--- src/rtl/mm8_pkg.sv ---
// Shared types, codes and field helpers for the 8-bit mini-MIPS execute step.
// No dependencies; used by mm8_exec, mm8_dmem and mini_mips8_execute_step.
package mm8_pkg;

  localparam int unsigned XLEN           = 8;
  localparam int unsigned IW             = 16;
  localparam int unsigned REG_COUNT      = 8;
  localparam int unsigned RIW            = $clog2(REG_COUNT);
  localparam int unsigned ADDR_SPAN      = 2 ** XLEN;
  localparam int unsigned DATA_WORDS_DEF = 256;

  typedef enum logic {
    OPN_EXEC    = 1'b0,
    OPN_PRELOAD = 1'b1
  } operation_e;

  typedef enum logic [3:0] {
    OPC_RTYPE = 4'd0,
    OPC_J     = 4'd2,
    OPC_ADDI  = 4'd4,
    OPC_BEQ   = 4'd8,
    OPC_LW    = 4'd11,
    OPC_SW    = 4'd15
  } opcode_e;

  typedef enum logic [2:0] {
    FN_ADD = 3'd0,
    FN_SUB = 3'd2,
    FN_AND = 3'd4,
    FN_OR  = 3'd5
  } funct_e;

  typedef struct packed {
    logic [XLEN-1:0] next_pc;
    logic            pc_we;
    logic            halted;
    logic            ovf;
    logic            rw;
    logic [RIW-1:0]  ridx;
    logic [XLEN-1:0] rval;
    logic            mw;
    logic            mrd;
    logic [XLEN-1:0] maddr;
    logic [XLEN-1:0] mval;
  } exec_res_t;

  function automatic logic [RIW-1:0] f_rs(input logic [IW-1:0] w);
    return w[11:9];
  endfunction

  function automatic logic [RIW-1:0] f_rt(input logic [IW-1:0] w);
    return w[8:6];
  endfunction

endpackage

--- src/rtl/mm8_dmem.sv ---
// Data memory of the mini-MIPS: one write port, one registered read port.
// Per-entry valid bits make unwritten entries read as zero. Uses mm8_pkg.
module mm8_dmem #(
  parameter int unsigned DATA_WORDS = mm8_pkg::DATA_WORDS_DEF
) (
  input  logic                          clk_i,
  input  logic                          rst_ni,
  input  logic                          we_i,
  input  logic [$clog2(DATA_WORDS)-1:0] waddr_i,
  input  logic [mm8_pkg::XLEN-1:0]      wdata_i,
  input  logic                          re_i,
  input  logic [$clog2(DATA_WORDS)-1:0] raddr_i,
  output logic [mm8_pkg::XLEN-1:0]      rdata_o
);
  import mm8_pkg::*;

  logic [XLEN-1:0]       mem_q [DATA_WORDS];
  logic [DATA_WORDS-1:0] vld_q;
  logic [XLEN-1:0]       rdata_q;

  always_ff @(posedge clk_i or negedge rst_ni) begin
    if (!rst_ni) begin
      vld_q <= '0;
    end else if (we_i) begin
      vld_q[waddr_i] <= 1'b1;
    end
  end

  always_ff @(posedge clk_i) begin
    if (we_i) begin
      mem_q[waddr_i] <= wdata_i;
    end
  end

  always_ff @(posedge clk_i) begin
    if (re_i) begin
      rdata_q <= vld_q[raddr_i] ? mem_q[raddr_i] : '0;
    end
  end

  assign rdata_o = rdata_q;

endmodule

--- src/rtl/mm8_exec.sv ---
// Decode and execute logic for one mini-MIPS item: ALU, branch, jump,
// effective address and preload. Purely combinational. Uses mm8_pkg.
module mm8_exec #(
  parameter int unsigned DATA_WORDS = mm8_pkg::DATA_WORDS_DEF
) (
  input  logic                     operation_i,
  input  logic [mm8_pkg::IW-1:0]   instr_i,
  input  logic [mm8_pkg::XLEN-1:0] laddr_i,
  input  logic [mm8_pkg::XLEN-1:0] lval_i,
  input  logic [mm8_pkg::XLEN-1:0] opa_i,
  input  logic [mm8_pkg::XLEN-1:0] opb_i,
  input  logic [mm8_pkg::XLEN-1:0] pc_i,
  output mm8_pkg::exec_res_t       res_o
);
  import mm8_pkg::*;

  localparam int unsigned AW = $clog2(DATA_WORDS);

  typedef logic [ADDR_SPAN-1:0][AW-1:0] idx_tbl_t;

  function automatic idx_tbl_t build_idx_tbl();
    idx_tbl_t t;
    for (int i = 0; i < ADDR_SPAN; i++) begin
      t[i] = AW'(i % DATA_WORDS);
    end
    return t;
  endfunction

  localparam idx_tbl_t IDX_TBL = build_idx_tbl();

  logic [XLEN-1:0] imm8;
  logic [XLEN-1:0] pc_inc;
  logic [XLEN-1:0] add_r;
  logic [XLEN-1:0] sub_r;
  logic [XLEN-1:0] addi_r;
  logic [XLEN-1:0] ea;
  logic [XLEN-1:0] ea_idx;
  logic [XLEN-1:0] ld_idx;

  assign imm8   = {{2{instr_i[5]}}, instr_i[5:0]};
  assign pc_inc = pc_i + XLEN'(1);
  assign add_r  = opa_i + opb_i;
  assign sub_r  = opa_i - opb_i;
  assign addi_r = opa_i + imm8;
  assign ea     = opa_i + imm8;
  assign ea_idx = XLEN'(IDX_TBL[ea]);
  assign ld_idx = XLEN'(IDX_TBL[laddr_i]);

  always_comb begin
    res_o         = '0;
    res_o.next_pc = pc_i;
    if (operation_i == OPN_PRELOAD) begin
      res_o.mw    = 1'b1;
      res_o.maddr = ld_idx;
      res_o.mval  = lval_i;
    end else if (instr_i == '0) begin
      res_o.halted = 1'b1;
    end else begin
      res_o.pc_we   = 1'b1;
      res_o.next_pc = pc_inc;
      case (opcode_e'(instr_i[15:12]))
        OPC_RTYPE: begin
          res_o.ridx = instr_i[5:3];
          case (funct_e'(instr_i[2:0]))
            FN_ADD: begin
              res_o.rw   = 1'b1;
              res_o.rval = add_r;
              res_o.ovf  = ~(opa_i[XLEN-1] ^ opb_i[XLEN-1]) & (opa_i[XLEN-1] ^ add_r[XLEN-1]);
            end
            FN_SUB: begin
              res_o.rw   = 1'b1;
              res_o.rval = sub_r;
              res_o.ovf  = (opa_i[XLEN-1] ^ opb_i[XLEN-1]) & (opa_i[XLEN-1] ^ sub_r[XLEN-1]);
            end
            FN_AND: begin
              res_o.rw   = 1'b1;
              res_o.rval = opa_i & opb_i;
            end
            FN_OR: begin
              res_o.rw   = 1'b1;
              res_o.rval = opa_i | opb_i;
            end
            default: begin
              res_o.ridx = '0;
            end
          endcase
        end
        OPC_ADDI: begin
          res_o.rw   = 1'b1;
          res_o.ridx = f_rt(instr_i);
          res_o.rval = addi_r;
          res_o.ovf  = ~(opa_i[XLEN-1] ^ imm8[XLEN-1]) & (opa_i[XLEN-1] ^ addi_r[XLEN-1]);
        end
        OPC_LW: begin
          res_o.rw    = 1'b1;
          res_o.mrd   = 1'b1;
          res_o.ridx  = f_rt(instr_i);
          res_o.maddr = ea_idx;
        end
        OPC_SW: begin
          res_o.mw    = 1'b1;
          res_o.maddr = ea_idx;
          res_o.mval  = opb_i;
        end
        OPC_BEQ: begin
          if (opa_i == opb_i) begin
            res_o.next_pc = pc_inc + imm8;
          end
        end
        OPC_J: begin
          res_o.next_pc = {1'b0, instr_i[6:0]};
        end
        default: begin
          res_o.pc_we = 1'b1;
        end
      endcase
    end
  end

endmodule

--- src/rtl/mini_mips8_execute_step.sv ---
// Top level of the 8-bit mini-MIPS execute step: operand capture, execute
// stage, result register, register file and PC. Uses mm8_pkg, mm8_exec, mm8_dmem.
//
// Each input transfer is one instruction (fetched at the current PC) or one
// data memory preload, and yields exactly one result. The block takes one
// item per cycle while the input is not stalled. Register operands are
// captured at the input transfer, the item executes out of the input
// register, and its result then moves into the result register. A result
// thus passes through the input register and then the result register; a
// load's data comes from the registered read port of the data memory,
// filled at the same edge as the result register. The result register
// holds a result until taken, and the input stalls only while both
// registers are full and the result is held off. Operands that an older
// item still in flight is about to write are forwarded, a load's data
// included, so back-to-back dependent items run at full rate.
// The data memory needs no clearing pass: per-entry valid bits make it read
// as zero from reset until written.
module mini_mips8_execute_step #(
  parameter int unsigned DATA_WORDS = mm8_pkg::DATA_WORDS_DEF
) (
  input  logic                        clk_i,
  input  logic                        rst_ni,
  input  logic                        in_valid_i,
  output logic                        in_stall_o,
  input  logic                        operation_i,
  input  logic [mm8_pkg::IW-1:0]      instruction_i,
  input  logic [mm8_pkg::XLEN-1:0]    load_address_i,
  input  logic [mm8_pkg::XLEN-1:0]    load_value_i,
  output logic                        out_valid_o,
  input  logic                        out_stall_i,
  output logic [mm8_pkg::XLEN-1:0]    next_pc_o,
  output logic                        halted_o,
  output logic                        overflow_o,
  output logic                        reg_written_o,
  output logic [mm8_pkg::RIW-1:0]     reg_index_o,
  output logic [mm8_pkg::XLEN-1:0]    reg_value_o,
  output logic                        mem_written_o,
  output logic [mm8_pkg::XLEN-1:0]    mem_address_o,
  output logic [mm8_pkg::XLEN-1:0]    mem_value_o
);
  import mm8_pkg::*;

  localparam int unsigned AW = $clog2(DATA_WORDS);

  function automatic logic [XLEN:0] pick_operand(
    input logic [RIW-1:0]  idx,
    input logic            ex_v,
    input exec_res_t       ex,
    input logic            b_v,
    input exec_res_t       bres,
    input logic [XLEN-1:0] bval,
    input logic [XLEN-1:0] rfval
  );
    logic [XLEN:0] r;
    if (ex_v && ex.rw && ex.ridx == idx) begin
      r = ex.mrd ? {1'b1, {XLEN{1'b0}}} : {1'b0, ex.rval};
    end else if (b_v && bres.rw && bres.ridx == idx) begin
      r = {1'b0, bval};
    end else begin
      r = {1'b0, rfval};
    end
    return r;
  endfunction

  logic            a_vld_q;
  operation_e      a_op_q;
  logic [IW-1:0]   a_instr_q;
  logic [XLEN-1:0] a_laddr_q;
  logic [XLEN-1:0] a_lval_q;
  logic [XLEN-1:0] a_opa_q;
  logic [XLEN-1:0] a_opb_q;
  logic            a_fwda_q;
  logic            a_fwdb_q;

  logic            b_vld_q;
  exec_res_t       b_res_q;

  logic [XLEN-1:0] pc_q;
  logic [XLEN-1:0] rf_q [REG_COUNT];

  logic            a_move;
  logic            in_fire;
  logic            out_fire;
  logic [XLEN-1:0] mem_rdata;
  logic [XLEN-1:0] b_wval;
  logic [XLEN-1:0] opa;
  logic [XLEN-1:0] opb;
  exec_res_t       ex_res;
  logic [XLEN:0]   opa_d;
  logic [XLEN:0]   opb_d;

  assign out_fire   = b_vld_q && !out_stall_i;
  assign a_move     = a_vld_q && (!b_vld_q || !out_stall_i);
  assign in_stall_o = a_vld_q && !a_move;
  assign in_fire    = in_valid_i && !in_stall_o;

  assign b_wval = b_res_q.mrd ? mem_rdata : b_res_q.rval;
  assign opa    = a_fwda_q ? mem_rdata : a_opa_q;
  assign opb    = a_fwdb_q ? mem_rdata : a_opb_q;

  assign opa_d = pick_operand(f_rs(instruction_i), a_vld_q, ex_res, b_vld_q, b_res_q, b_wval,
                              rf_q[f_rs(instruction_i)]);
  assign opb_d = pick_operand(f_rt(instruction_i), a_vld_q, ex_res, b_vld_q, b_res_q, b_wval,
                              rf_q[f_rt(instruction_i)]);

  mm8_exec #(
    .DATA_WORDS(DATA_WORDS)
  ) u_exec (
    .operation_i(a_op_q),
    .instr_i    (a_instr_q),
    .laddr_i    (a_laddr_q),
    .lval_i     (a_lval_q),
    .opa_i      (opa),
    .opb_i      (opb),
    .pc_i       (pc_q),
    .res_o      (ex_res)
  );

  mm8_dmem #(
    .DATA_WORDS(DATA_WORDS)
  ) u_dmem (
    .clk_i  (clk_i),
    .rst_ni (rst_ni),
    .we_i   (a_move && ex_res.mw),
    .waddr_i(AW'(ex_res.maddr)),
    .wdata_i(ex_res.mval),
    .re_i   (a_move && ex_res.mrd),
    .raddr_i(AW'(ex_res.maddr)),
    .rdata_o(mem_rdata)
  );

  always_ff @(posedge clk_i or negedge rst_ni) begin
    if (!rst_ni) begin
      a_vld_q <= 1'b0;
    end else if (in_fire) begin
      a_vld_q <= 1'b1;
    end else if (a_move) begin
      a_vld_q <= 1'b0;
    end
  end

  always_ff @(posedge clk_i) begin
    if (in_fire) begin
      a_op_q    <= operation_e'(operation_i);
      a_instr_q <= instruction_i;
      a_laddr_q <= load_address_i;
      a_lval_q  <= load_value_i;
      a_opa_q   <= opa_d[XLEN-1:0];
      a_fwda_q  <= opa_d[XLEN];
      a_opb_q   <= opb_d[XLEN-1:0];
      a_fwdb_q  <= opb_d[XLEN];
    end
  end

  always_ff @(posedge clk_i or negedge rst_ni) begin
    if (!rst_ni) begin
      b_vld_q <= 1'b0;
    end else if (a_move) begin
      b_vld_q <= 1'b1;
    end else if (out_fire) begin
      b_vld_q <= 1'b0;
    end
  end

  always_ff @(posedge clk_i) begin
    if (a_move) begin
      b_res_q <= ex_res;
    end
  end

  always_ff @(posedge clk_i or negedge rst_ni) begin
    if (!rst_ni) begin
      pc_q <= '0;
    end else if (a_move && ex_res.pc_we) begin
      pc_q <= ex_res.next_pc;
    end
  end

  always_ff @(posedge clk_i or negedge rst_ni) begin
    if (!rst_ni) begin
      for (int i = 0; i < REG_COUNT; i++) begin
        rf_q[i] <= '0;
      end
    end else if (out_fire && b_res_q.rw) begin
      rf_q[b_res_q.ridx] <= b_wval;
    end
  end

  assign out_valid_o   = b_vld_q;
  assign next_pc_o     = b_res_q.next_pc;
  assign halted_o      = b_res_q.halted;
  assign overflow_o    = b_res_q.ovf;
  assign reg_written_o = b_res_q.rw;
  assign reg_index_o   = b_res_q.ridx;
  assign reg_value_o   = b_wval;
  assign mem_written_o = b_res_q.mw;
  assign mem_address_o = b_res_q.maddr;
  assign mem_value_o   = b_res_q.mrd ? mem_rdata : b_res_q.mval;

`ifndef SYNTHESIS
  a_fwd_needs_load: assert property (@(posedge clk_i) disable iff (!rst_ni)
    a_vld_q && (a_fwda_q || a_fwdb_q) |-> b_vld_q && b_res_q.mrd)
    else $error("forwarded operand without a load in the result stage");

  a_halt_no_effect: assert property (@(posedge clk_i) disable iff (!rst_ni)
    out_valid_o && halted_o |-> !reg_written_o && !mem_written_o && !overflow_o)
    else $error("halt result carries side effects");

  a_single_write: assert property (@(posedge clk_i) disable iff (!rst_ni)
    out_valid_o |-> !(reg_written_o && mem_written_o))
    else $error("register and memory written by one item");

  a_preload_keeps_pc: assert property (@(posedge clk_i) disable iff (!rst_ni)
    a_move && a_op_q == OPN_PRELOAD |=> pc_q == $past(pc_q))
    else $error("preload changed the program counter");

  a_reg_commit: assert property (@(posedge clk_i) disable iff (!rst_ni)
    out_fire && b_res_q.rw |=> rf_q[$past(b_res_q.ridx)] == $past(b_wval))
    else $error("register file missed a committed write");
`endif

endmodule
--- config.mk ---
export PLATFORM = sky130hd
export DESIGN_NAME = mini_mips8_execute_step
export DESIGN_NICKNAME = d
export VERILOG_FILES = /design/src/rtl/mm8_pkg.sv /design/src/rtl/mm8_dmem.sv /design/src/rtl/mm8_exec.sv /design/src/rtl/mini_mips8_execute_step.sv
export SDC_FILE = /design/constraint.sdc
export NUM_CORES = 2
export LEC_CHECK = 0
export ABC_AREA = 1
export BUFFER_PORTS_ARGS = -buffer_cell sky130_fd_sc_hd__buf_2
export CAP_MARGIN = 20
export CORE_ASPECT_RATIO = 1.1
export CORE_MARGIN = 8
export CORE_UTILIZATION = 45
export DETAILED_ROUTE_END_ITERATION = 8
export PLACE_DENSITY_LB_ADDON = 0.25
export REMOVE_ABC_BUFFERS = 1
export SYNTH_ARGS = -nofsm -noshare
export SYNTH_HDL_FRONTEND = slang
export SYNTH_SLANG_ARGS = --single-unit
--- constraint.sdc ---
create_clock -name clk_i -period 15.1 [get_ports clk_i]
set_clock_uncertainty 0.2 [all_clocks]
set_input_delay 4.53 -clock clk_i [delete_from_list [all_inputs] [get_ports clk_i]]
set_output_delay 4.53 -clock clk_i [all_outputs]
set_load 0.01 [all_outputs]
==> impl_results.md <==
- Outcome: completed
- Final hold violations: 0
- TritonCTS buffer count: 232
- Routed wire length: 293,000 um
- Final worst setup slack: 5.35 ns
- Hold Crit Start: u_dmem.vld_q[0]
- Initial antenna violation count: 9
- CP cell instances: buf_2 > nand2_1 > nor2_1 > buf_2
- Startpoint types: input port
- CTS tree: done
- Clock Pin Slew Worst Setup and Hold Paths: 0.06 ns
- Final period utilization: 0.646
- Crit-path leading delay family: buffers and inverters
- Worst path bufs/invs: 2
- Largest net degree at the start of global routing: 188
- Proportion of layout cells with a drive suffix above 1: 0.0632
- Register area: 72,900 um2
- Via count: 73,556
- Synth area leader: edfxtp_1
- Fmax: 0.103 GHz
- Worst path arrival time: 5.02 ns
- Global-route usage over all layers: 0.225
- Fin nets: 10,637
- Dpl ws: 5.35 ns
- Post-route minimum period: 9.75 ns
- Post-synthesis sequential area ratio: 0.683
- Setup repair after global routing missed its margin: false
- Vias in the first global route: 71,494
- Crit end category: primary output
- Setup TNS: 0 ns
- Detailed-route vias per instance: 5.30
- Fill cells: 21,070
- CTS Sinks: 2,485
- Max Slew Vio Count: 0
- WP data required: 10.37 ns
- Worst-margin pin slew: 1.18 ns
- First-pass GRT wire length: 439,000 um
- Worst-path maximum fanout: 3
- Initial DRC Count: 7,461
- Yosys warns: 0
- Syn avg cell area: 9.95 um2
- Synthesized area: 107,000 um2
- Clock Latency Late Sink: 0.89 ns
- DP HPWL: 168,000 um
- P per Cell Area: 135 nW/um2
- Dpl cells: 13,438
- Largest cells by area after synthesis: edfxtp_1, nand2_1, dfrtp_1, nor2_1, o21ai_0
- GP Congestion: 0.892
- Post-CTS sizing: 0
- I/O Pins: 78
- RR Startpoint: a_fwda_q
- WL/cell: 21.1 um
- Post-Syn Instances: 10,721
- Residual DRC: 0
- Commonest non-fill, non-tap cells in the layout: nand2_1, edfxtp_1, nor2_1
- CP Class: input port to primary output
- Clock buffer depth: 3
- Cts-stage hold buffer count: 0
- Reg2reg setup slack: 7.61 ns
- Max cap viols: 0
- Hold Crit Depth: 2
- Area of the multi-input gates: 30,500 um2
- Core Area: 236,000 um2
- Yosys top cell area share: 0.604
- GRT overflow: 0
- R2R cell count: 20
- Slew margin rel.: 0.213
- Commonest non-fill, non-tap cell in the layout: nand2_1
- Clk root buf: clkbuf_16
- Yosys cell types: 53
- Starting density of the core: 0.453
- Site Rows: 187
- HP Class: flop to flop
- First-pass detailed-route iteration total: 7
- Most numerous cell on the critical path: buf_2
- Worst reg2reg path endpoint: u_dmem.rdata_o[5]
- Final setup vio count: 0
- Die area: 253,000 um2
- P&R area growth vs syn: 10.3%
- Final Util: 0.499
- LEAKAGE: 48.8 nW
- Crit path largest cell delay: 0.16 ns
- Die height: 527 um
- Post-CTS setup buffers: 0
- Die W: 480 um
- Slowest cell on crit path: nor2_1
- Port Buffers: 77
- Peak supply drop: 138 uV
- Yosys reg bits: 2,485
- Post-route ant nets: 0
- Min-Delay Endpoint: u_dmem.vld_q[0]
- H-Tree Level Count: 4
- Non-Filler Instances: 13,888
-- sequential cells by signal (all words and copies together), names as in the netlist, 16 cells and up --
register	count
u_dmem.mem_q	2048
rf_q	64
b_res_q	17
u_dmem.vld_q	256
a_instr_q	16
-- cell usage after synthesis (all sizes together) --
library cell / n
nand2: 5481
edfxtp: 2147
nor2: 745
o21ai: 426
buf: 336
dfrtp: 330
nand3: 293
inv: 261
clkbuf: 246
or2: 152
nand4: 89
a21oi: 50
ha: 40
o22ai: 19
xor2: 16
o211ai: 15
nor3: 11
dfxtp: 8
o221ai: 7
a221oi: 6
o31ai: 6
mux2i: 5
fa: 4
o32ai: 4
a211oi: 3
o21a: 3
a31oi: 2
clkinv: 2
nor4: 2
o2111ai: 2
o21bai: 2
a21boi: 1
a22oi: 1
a2bb2oi: 1
a32o: 1
and2: 1
nand3b: 1
o311ai: 1
xnor2: 1
-- cell type report --
type	instances	share of cell area
diodes	3	0.0000637
clock buffers	317	0.0547
clock inverters	128	0.0142
inverters	263	0.00851
multi-input cells	7391	0.259
flip-flops and latches	2485	0.619
well taps	3118	0.0331
repair buffers	183	0.0118
-- worst max path at each step --
stage / start / to / slack [ns] / cells past startpoint
floorplan: a_fwda_q / u_dmem.rdata_o[0] / -10.23 / 19
global placement: out_stall_i / in_stall_o / 5.32 / 4
detailed placement: out_stall_i / in_stall_o / 5.35 / 4
CTS: out_stall_i / in_stall_o / 5.35 / 4
global route: out_stall_i / in_stall_o / 5.30 / 4
finish: out_stall_i / in_stall_o / 5.35 / 4
-- routing by layer --
layer,track usage,share of wire,wire (um)
met4,0.0793,0.035,10400
met1,0.301,0.41,121000
met3,0.0375,0.078,23000
met5,0,0.000092,27
met2,0.374,0.47,139000
-- cells by family after synthesis --
kind of cell	synth area share
simple gates	0.248
flops	0.683
buf+inv	0.0337
compound gates	0.0276
mux	0.000469
xor+xnor	0.00140
fa+ha+maj	0.00544
-- metrics by stage --
stage | total power [mW] | hold WS, ns | instance area [um2]
CTS | 16.0 | 0.255 | 118000
finish | 15.9 | 0.252 | 118000
global route | 16.4 | 0.274 | 118000
floorplan | 9.27 | 0.219 | 104000
global placement | 9.80 | 0.235 | 110000
detailed placement | 9.83 | 0.235 | 110000
-- power by group --
| group | total (mW) | switching [mW] | internal, mW |
|---|---|---|---|
| Combinational | 2.00 | 1.50 | 0.499 |
| Sequential | 7.71 | 0.0762 | 7.63 |
| Clock | 6.18 | 2.60 | 3.58 |
-- worst reg2reg max path, cell delays in order (launching register included) --
cell      delay, ns
edfxtp_1       0.57
o21ai_0        0.70
inv_1          0.19
ha_1           0.38
nand3_4        0.57
nand2_8        0.58
inv_8          0.75
buf_4          0.79
buf_4          0.78
nand3_1        0.29
nand4_1        0.20
nand2_1        0.07
nand2_1        0.13
nor2_1         0.06
nor2_1         0.13
nor2_1         0.18
nand2_1        0.10
nand2_1        0.05
nand2_1        0.25
nor2_1         0.08
nor2_1         0.26
Note: power is estimated with default switching activity, not from simulation.
